**config.mk**
```make
export PLATFORM = sky130hd
export DESIGN_NAME = krst_ctrl
export DESIGN_NICKNAME = d
export VERILOG_FILES = /design/src/hdl/krst_pkg.sv /design/src/hdl/krst_ctrl.sv
export SDC_FILE = /design/constraint.sdc
export NUM_CORES = 1
export LEC_CHECK = 0
export BUFFER_PORTS_ARGS = -buffer_cell sky130_fd_sc_hd__buf_2
export CAP_MARGIN = 10
export CORE_AREA = 8 8 45 47
export DETAILED_ROUTE_END_ITERATION = 16
export DIE_AREA = 0 0 53 55
export REMOVE_ABC_BUFFERS = 1
export SKIP_CTS_REPAIR_TIMING = 1
export SYNTH_ARGS = -nofsm -noshare
export SYNTH_HDL_FRONTEND = slang
export SYNTH_SLANG_ARGS = --single-unit
```
**constraint.sdc**
```tcl
create_clock -name clk_i -period 2.01 [get_ports clk_i]
set_clock_uncertainty 0.15 [all_clocks]
set_input_delay 0.1005 -clock clk_i [delete_from_list [all_inputs] [get_ports clk_i]]
set_output_delay 0.1005 -clock clk_i [all_outputs]
set_load 0.02 [all_outputs]
```
**src/hdl/krst_pkg.sv**
```systemverilog
// Package for the keyed running statistics table.
// Holds field widths, parameter defaults, the result status codes, the controller
// states and the command and status structs shared by the controller and datapath.
package krst_pkg;

  // Parameter defaults.
  localparam int unsigned TABLE_DEPTH_DEF    = 64;
  localparam int unsigned MEAN_FRAC_BITS_DEF = 16;

  // Fixed field widths.
  localparam int unsigned KEY_W      = 64;
  localparam int unsigned SAMPLE_W   = 32;
  localparam int unsigned COUNT_W    = 32;
  localparam int unsigned MEAN_OUT_W = 48;
  localparam int unsigned CFG_W      = 7;

  // Reset value of the keys-in-use register.
  localparam logic [CFG_W-1:0] KEYS_IN_USE_RESET = 7'd64;

  // Status code returned with every result word.
  typedef enum logic [1:0] {
    STATUS_NEW     = 2'd0,
    STATUS_UPDATED = 2'd1,
    STATUS_FULL    = 2'd2,
    STATUS_CLEARED = 2'd3
  } status_e;

  // Controller states.
  typedef enum logic [3:0] {
    ST_IDLE,
    ST_RD,
    ST_CMP,
    ST_DSTART,
    ST_DIV,
    ST_SUM,
    ST_WB,
    ST_MISS,
    ST_CLR
  } state_e;

  // Commands from the controller to the datapath.
  typedef struct packed {
    logic load;
    logic idx_inc;
    logic hit_load;
    logic div_start;
    logic mean_sum;
    logic write_back;
    logic append;
    logic drop;
    logic clear;
  } dp_cmd_t;

  // Status from the datapath to the controller.
  typedef struct packed {
    logic search_end;
    logic key_hit;
    logic table_full;
    logic div_done;
  } dp_stat_t;

endpackage

```
**src/hdl/krst_ctrl.sv**
```systemverilog
// Controller of the keyed running statistics table: sequences the key search,
// the mean division, the store write and the result handshake.
// Depends on krst_pkg.
module krst_ctrl (
  input  logic               clk_i,
  input  logic               rst_ni,
  input  logic               in_valid_i,
  input  logic               action_i,
  output logic               in_ready_o,
  input  logic               out_ready_i,
  output logic               out_valid_o,
  output krst_pkg::dp_cmd_t  cmd_o,
  input  krst_pkg::dp_stat_t stat_i
);

  krst_pkg::state_e state_q;
  krst_pkg::state_e state_d;
  logic             out_valid_q;
  logic             out_valid_d;
  logic             out_free;
  logic             emit;

  // The result register can take a word when empty or being drained.
  assign out_free = !out_valid_q || out_ready_i;

  // Next state.
  always_comb begin
    state_d = state_q;
    unique case (state_q)
      krst_pkg::ST_IDLE: begin
        if (in_valid_i) begin
          state_d = action_i ? krst_pkg::ST_CLR : krst_pkg::ST_RD;
        end
      end
      krst_pkg::ST_RD: begin
        state_d = stat_i.search_end ? krst_pkg::ST_MISS : krst_pkg::ST_CMP;
      end
      krst_pkg::ST_CMP: begin
        state_d = stat_i.key_hit ? krst_pkg::ST_DSTART : krst_pkg::ST_RD;
      end
      krst_pkg::ST_DSTART: state_d = krst_pkg::ST_DIV;
      krst_pkg::ST_DIV: begin
        if (stat_i.div_done) begin
          state_d = krst_pkg::ST_SUM;
        end
      end
      krst_pkg::ST_SUM: state_d = krst_pkg::ST_WB;
      krst_pkg::ST_WB, krst_pkg::ST_MISS, krst_pkg::ST_CLR: begin
        if (out_free) begin
          state_d = krst_pkg::ST_IDLE;
        end
      end
      default: state_d = krst_pkg::ST_IDLE;
    endcase
  end

  // Commands to the datapath.
  always_comb begin
    cmd_o      = '0;
    in_ready_o = 1'b0;
    emit       = 1'b0;
    unique case (state_q)
      krst_pkg::ST_IDLE: begin
        in_ready_o = 1'b1;
        cmd_o.load = in_valid_i;
      end
      krst_pkg::ST_RD: ;
      krst_pkg::ST_CMP: begin
        cmd_o.hit_load = stat_i.key_hit;
        cmd_o.idx_inc  = !stat_i.key_hit;
      end
      krst_pkg::ST_DSTART: cmd_o.div_start = 1'b1;
      krst_pkg::ST_DIV: ;
      krst_pkg::ST_SUM: cmd_o.mean_sum = 1'b1;
      krst_pkg::ST_WB: begin
        emit             = out_free;
        cmd_o.write_back = out_free;
      end
      krst_pkg::ST_MISS: begin
        emit         = out_free;
        cmd_o.append = out_free && !stat_i.table_full;
        cmd_o.drop   = out_free && stat_i.table_full;
      end
      krst_pkg::ST_CLR: begin
        emit        = out_free;
        cmd_o.clear = out_free;
      end
      default: ;
    endcase
  end

  // Result word valid flag.
  always_comb begin
    priority if (emit) begin
      out_valid_d = 1'b1;
    end else if (out_ready_i) begin
      out_valid_d = 1'b0;
    end else begin
      out_valid_d = out_valid_q;
    end
  end

  always_ff @(posedge clk_i or negedge rst_ni) begin
    if (!rst_ni) begin
      state_q     <= krst_pkg::ST_IDLE;
      out_valid_q <= 1'b0;
    end else begin
      state_q     <= state_d;
      out_valid_q <= out_valid_d;
    end
  end

  assign out_valid_o = out_valid_q;

  // One word in flight: no second accept right after an accept.
  a_one_item: assert property (@(posedge clk_i) disable iff (!rst_ni)
    (in_valid_i && in_ready_o) |=> !in_ready_o)
    else $error("second word accepted while one is in work");

  // A clear word goes straight to the clear state.
  a_clear_path: assert property (@(posedge clk_i) disable iff (!rst_ni)
    (in_valid_i && in_ready_o && action_i) |=> state_q == krst_pkg::ST_CLR)
    else $error("clear word not routed to clear");

  // A result is never written over one still waiting.
  a_no_overwrite: assert property (@(posedge clk_i) disable iff (!rst_ni)
    (cmd_o.write_back || cmd_o.append || cmd_o.drop || cmd_o.clear)
      |-> (!out_valid_q || out_ready_i))
    else $error("pending result overwritten");

endmodule

```
# Word level (Yosys, flattened, before mapping)
# Cells that the tools add are included.
# totals
ff_bits	5
out_inout_bits	11
elab_cells	41
# op_classes
n_eq_ne	11
mux	18
reduce_logical	10
# ops
op	n
$pmux 4 s7	1
$eq 4x3->1 const B	4
$mux 4	4
$mux 1	9
$eq 4x2->1 const B	2
$mux 2	3
$eq 4x1->1 const B	1
$eq 4x4->1 const B	1
$logic_not 4->1	1
$ne 2x2->1 const B	2
$logic_not 1->1	3
$mux 3	1
$reduce_and 3->1	1
$reduce_or 3->1	1
$logic_and 1x1->1	2
$ne 2x1->1 const B	1
$reduce_bool 2->1	1
$logic_or 1x1->1	1

# Depth between registers and ports, before layout
# Gate-level depths: netlist (run 1).
# depth
depth_word	4
depth_mapped	5

# Worst setup path before layout (run 1)
# Ideal clock, no wire load.
# synth_timing
path_kind	register to output
startpoint	register state_q[3]
endpoint	output cmd_o[8] (netlist bit)
arrival_time_ns	1.645
path_slack_ns	0.114
stages_incl_launch_ff	4
path_buffers	1
path_cell_list	dfrtp_1 buf_2 nor4_1 and2_1
# synth_rtl
item	line	source
start, declared	krst_ctrl.sv:16	krst_pkg::state_e state_q;
start signal, assigned	krst_ctrl.sv:105	state_q <= krst_pkg::ST_IDLE;
start signal, assigned	krst_ctrl.sv:108	state_q <= state_d;
end, declared	krst_ctrl.sv:12	output krst_pkg::dp_cmd_t cmd_o,

==> metrics, run 1 <==
minimum clock period 1710 ps; number of global-route vias before repair 398; buffers and inverters on the worst path 2; Vias 429; CTS Buf Count 3; 1st-pass router iterations 3; filler instances 146; Clk pwr share 13.5%; Initial Utilization 30.2%; synth unique cells 25; Tcrit/Tclk final 85.2%; Final setup viols 0; first-pass GRT wire length 1.77 mm; met3 WL 104 um; CP delay by family, top simple AND/OR/NAND/NOR gates; Tot GR Track Use 8.16%; CTS Sinks 5; post-place setup slack 329 ps; slowest CP cell dfrtp_1; Max Used Layer met3; Clock Tree Root clkbuf_4; Die H 55 um; setup_tns 0 ps; Final Util 41.3%; clock slew at reported path FFs 40 ps; area occupied by registers 125 um2; Seq/Total Area, Yosys 29.9%; leakage power 0.000301 uW; f_max 0.584 GHz; worst skew pair latency 240 ps; worst-case clock buffer depth 2; Placer Congestion 0.785; core footprint 1380 um2; Comb pwr share 63.6%; vias per cell 4.88; post-route ant nets 0; IO Port Bufs 19; internal power 476 uW; arrival time at the worst endpoint 1460 ps; Slew headroom 71.4%; maximum capacitance violations 0; # IOs 20; Crit Path Class reg -> out; YS warnings 0; WL/cell 12.8 um; sequential share of power 23.0%; TritonCTS clock tree done; gr ovfl total 0; nets@finish 82; Fin. Hold Viols 0; switching part of the total 45.0%; htree depth 1; max-slew violations 0; Final HPWL DP 904 um; area of the multi-input gates 265 um2; overall routed net length 1.13 mm; pin count of the biggest net entering global routing 14; hold crit path type in -> async; layout cells sized above 1 41.7%; NetSw 390 uW; CP startpoint kind register; initial antenna violation count 0; critical path endpoint category output port; Post-Syn Area per Cell 8.53 um2; DRT met1 WL 489 um; ant diodes 0; worst vdd ir 0.411 mV; CP cell instances buf_4 > nand2b_1 > nor4b_1 > buf_2; Area Growth Syn to Fin 36.8%; status complete, no violations; Die X 53 um; DRC violations left 0; RSZ-0062 raised after global routing false; Cell Rows 14; PwrDens 1520 nW/um2; Worst-Margin Slew 428 ps; Post-Synthesis Cells 49; die area 2920 um2; Mapped Area 418 um2; Crit Path Max Fanout 10; Initial DRC Count 3; register bit total from synthesis 5; met2 wire length 532 um; Worst EP required 1760 ps; worst stage delay on the critical path 370 ps; setup ws final 298 ps
[final timing paths]
kind | from | to | slack [ps] | cells past startpoint
min in group clk_i | out_ready_i | out_valid_o | 130 | 3
max in group asynchronous | rst_ni | state_q[2] | 1520 | 2
worst max-delay path | state_q[0] | cmd_o[6] | 300 | 4
worst min-delay path | rst_ni | state_q[1] | 60 | 2
worst min register to register | state_q[0] | state_q[3] | 450 | 2
worst max register to register | state_q[2] | state_q[2] | 320 | 4
[per-stage QoR]
stage / hold slack, ps / instances / total power, uW / instance area [um2]
2_1_floorplan: -345 / 45 / 573 / 398
3_3_place_gp: -231 / 83 / 742 / 536
3_5_place_dp: -228 / 83 / 750 / 536
4_1_cts: -483 / 87 / 868 / 562
5_1_grt: 50.3 / 88 / 935 / 572
6_report: 55.7 / 88 / 867 / 572
[sequential cells by signal, summed over array words and instances, names as in the netlist]
name / count
out_valid_o: 1
state_q: 4
[area by class of cell]
class / instances / share of cell area [%]
repair buffers: 23 / 22.3
multi-input cells: 38 / 46.4
inverters: 2 / 1.31
clock buffers: 4 / 4.60
well taps: 16 / 3.50
flip-flops and latches: 5 / 21.9
[layer usage]
| metal | vias to the layer above | global-route usage [%] |
|---|---|---|
| li1 | 221 | - |
| met1 | 193 | 9.19 |
| met2 | 15 | 12.3 |
| met3 | 0 | 4.55 |
| met4 | 0 | 3.88 |
| met5 | - | 0 |
[cell families (layout without fill, tap and decap cells)]
logic type | after synthesis | count (layout) | share of synthesized area (%)
and+or+nand+nor | 25 | 25 | 34.7
AOI/OAI and AO/OA | 9 | 9 | 16.8
buffers and inverters | 6 | 29 | 6.59
DFF | 5 | 5 | 29.9
muxes | 4 | 4 | 12.0
[power groups by stage]
stage	logic, uW	registers [uW]	clock network (uW)
after floorplan	341	232	0
after CTS	552	198	118
after detailed placement	552	199	0
after global routing	600	207	127
final	551	199	117
after global placement	546	195	0
[Yosys cell counts (all sizes together)]
master,n,share of area [%]
dfrtp,5,30
buf,4,4.8
nand2,4,3.6
nor3,4,4.8
nand2b,3,4.5
nor2,3,2.7
a21o,2,3.6
and2,2,3.0
inv,2,1.8
mux2,2,7.2
mux2i,2,4.8
nand3b,2,3.6
nor4,2,3.0
o21ai,2,3.3
a211oi,1,1.8
a21oi,1,1.2
a22oi,1,3.0
and3,1,1.5
and3b,1,2.1
nor2b,1,2.1
nor3b,1,1.8
nor4b,1,2.1
o21a,1,1.8
o32ai,1,2.1
[cells in the final DEF (no fill, tap or decap), types with 2 or more instances in the layout]
master	instances
buf_2	19
dfrtp_1	5
nand2_1	4
nor3_1	4
nand2b_1	3
nor2_1	3
clkbuf_4	3
buf_4	3
nor4_1	2
inv_1	2
and2_1	2
nand3b_1	2
a21o_1	2
mux2i_1	2
mux2_4	2
No activity file was read; power rests on OpenSTA's default activity.
==> run 2, diff against run 1 <==
Clock period 2.01 ns to 1.4 ns, I/O delays scaled along.
==> metrics, run 2 (same netlist as run 1, synthesis figures left out) <==
status finished with violations (was complete, no violations); violated checks negative setup slack; Reg2Reg Depth 4 (unchanged); DRT met1 WL 545 um (was 489 um); post-route ant nets 0 (unchanged); met3 WL 95 um (was 104 um); overall routed net length 1.30 mm (was 1.13 mm); worst-case clock buffer depth 2 (unchanged); Worst-Margin Slew 338 ps (was 428 ps); most frequent cells in the layout buf_4, buf_2, buf_6, dfrtp_1 (was buf_2, dfrtp_1, nand2_1, nor3_1); core footprint 1380 um2 (unchanged); Area Growth Syn to Fin 91.6% (was 36.8%); most common cell after layout, fill and taps aside buf_4 (was buf_2); gr ovfl total 0 (unchanged); Critical Path End cmd_o[0] (was cmd_o[6]); Slew headroom 77.3% (was 71.4%); DP Area 611 um2 (was 536 um2); Initial Utilization 30.2% (unchanged); leakage power 0.000394 uW (was 0.000301 uW); critical path endpoint category output port (unchanged); max FFs per register 4 (unchanged); layout cells sized above 1 64.7% (was 41.7%); worst vdd ir 0.828 mV (was 0.411 mV); Worst EP required 1180 ps (was 1760 ps); Die H 55 um (unchanged); RSZ-0062 raised after global routing true (was false); filler instances 117 (was 146); Largest Register state_q (unchanged); Initial DRC Count 5 (was 3); R2R setup slack -200 ps (was 320 ps); Die X 53 um (unchanged); maximum capacitance violations 0 (unchanged); Cell Rows 14 (unchanged); Tcrit/Tclk final 118%; # IOs 20 (unchanged); setup ws final -254 ps (was 298 ps); Final Util 57.9% (was 41.3%); FF-to-FF End state_q[0] (was state_q[2]); Crit Path Class reg -> out (unchanged); TritonCTS clock tree done (unchanged); hold crit path type in -> async (unchanged); Clock Tree Root clkbuf_4 (unchanged); Crit Path Max Fanout 2 (was 10); first-pass GRT wire length 1.86 mm (was 1.77 mm); Final HPWL DP 989 um (was 904 um); IO Port Bufs 19 (unchanged); worst skew pair latency 230 ps (was 240 ps); worst hold slack 52.6 ps (was 55.7 ps); post-route insts no fill 101 (was 88); htree depth 1 (unchanged); arrival time at the worst endpoint 1430 ps (was 1460 ps); ant diodes 0 (unchanged); WL/cell 12.9 um (was 12.8 um); PwrDens 2140 nW/um2 (was 1520 nW/um2); vias per cell 4.78 (was 4.88); initial antenna violation count 0 (unchanged); nets@finish 95 (was 82); minimum clock period 1650 ps; CTS Sinks 5 (unchanged); CTS Buf Count 3 (unchanged); Tot GR Track Use 8.50% (was 8.16%); number of global-route vias before repair 455 (was 398); final instance area 801 um2 (was 572 um2); pin count of the biggest net entering global routing 12 (was 14); setup_tns -1560 ps (was 0 ps); Max Used Layer met3 (unchanged); DRC violations left 0 (unchanged); die area 2920 um2 (unchanged); CP startpoint kind register (unchanged); Fin. Hold Viols 0 (unchanged); dpl cells 93 (was 83); Placer Congestion 0.784 (was 0.785); clock slew at reported path FFs 40 ps (about the same); f_max 0.605 GHz; Critical path origin state_q[0] (unchanged); Vias 483 (was 429); Final setup viols 12 (was 0); max-slew violations 0 (unchanged); 1st-pass router iterations 4 (was 3); worst flop-to-flop path startpoint state_q[0] (was state_q[2]); met2 wire length 659 um (was 532 um)
## run 2: cell types whose count changed in the layout (fill, tap and decap cells not counted), sizes merged
cell  delta
buf     +13
## run 2: per-layer routing
layer,track usage (%),vias up
li1,-,249
met4,3.88,0
met1,9.36,219
met5,0,-
met2,14.5,15
met3,2.94,0
## run 2: how the worst min path moves through the flow
stage,cells after the start,startpoint,to
global route,2,rst_ni,out_valid_o
floorplan,0,rst_ni,out_valid_o
global placement,1,rst_ni,out_valid_o
CTS,1,rst_ni,state_q[1]
finish,2,rst_ni,state_q[2]
detailed placement,1,rst_ni,state_q[1]
## run 2: layout make-up
type	instances	area, um2	area share, %
clock buffers	4	26.3	3.28
inverters	2	7.51	0.938
multi-input cells	38	353	44.1
flip-flops and latches	5	126	15.8
well taps	16	20.0	2.50
repair buffers	36	268	33.4
## run 2: critical path: stages, from the launching register on
cell	delay, ps
dfrtp_1	380
nor3_1	330
buf_4	190
and3_1	150
buf_2	160
## run 2: metrics by stage
stage          total power (uW)  setup WS, ps
2_1_floorplan               823          -411
3_3_place_gp               1210         -94.7
3_5_place_dp               1230          -156
4_1_cts                    1400          -300
5_1_grt                    1840          -300
6_report                   1710          -254
## run 2: where the power goes
part,switching [uW],internal (uW)
sequential,50.4,208
clock,50.4,107
combinational,613,683
total,714,998
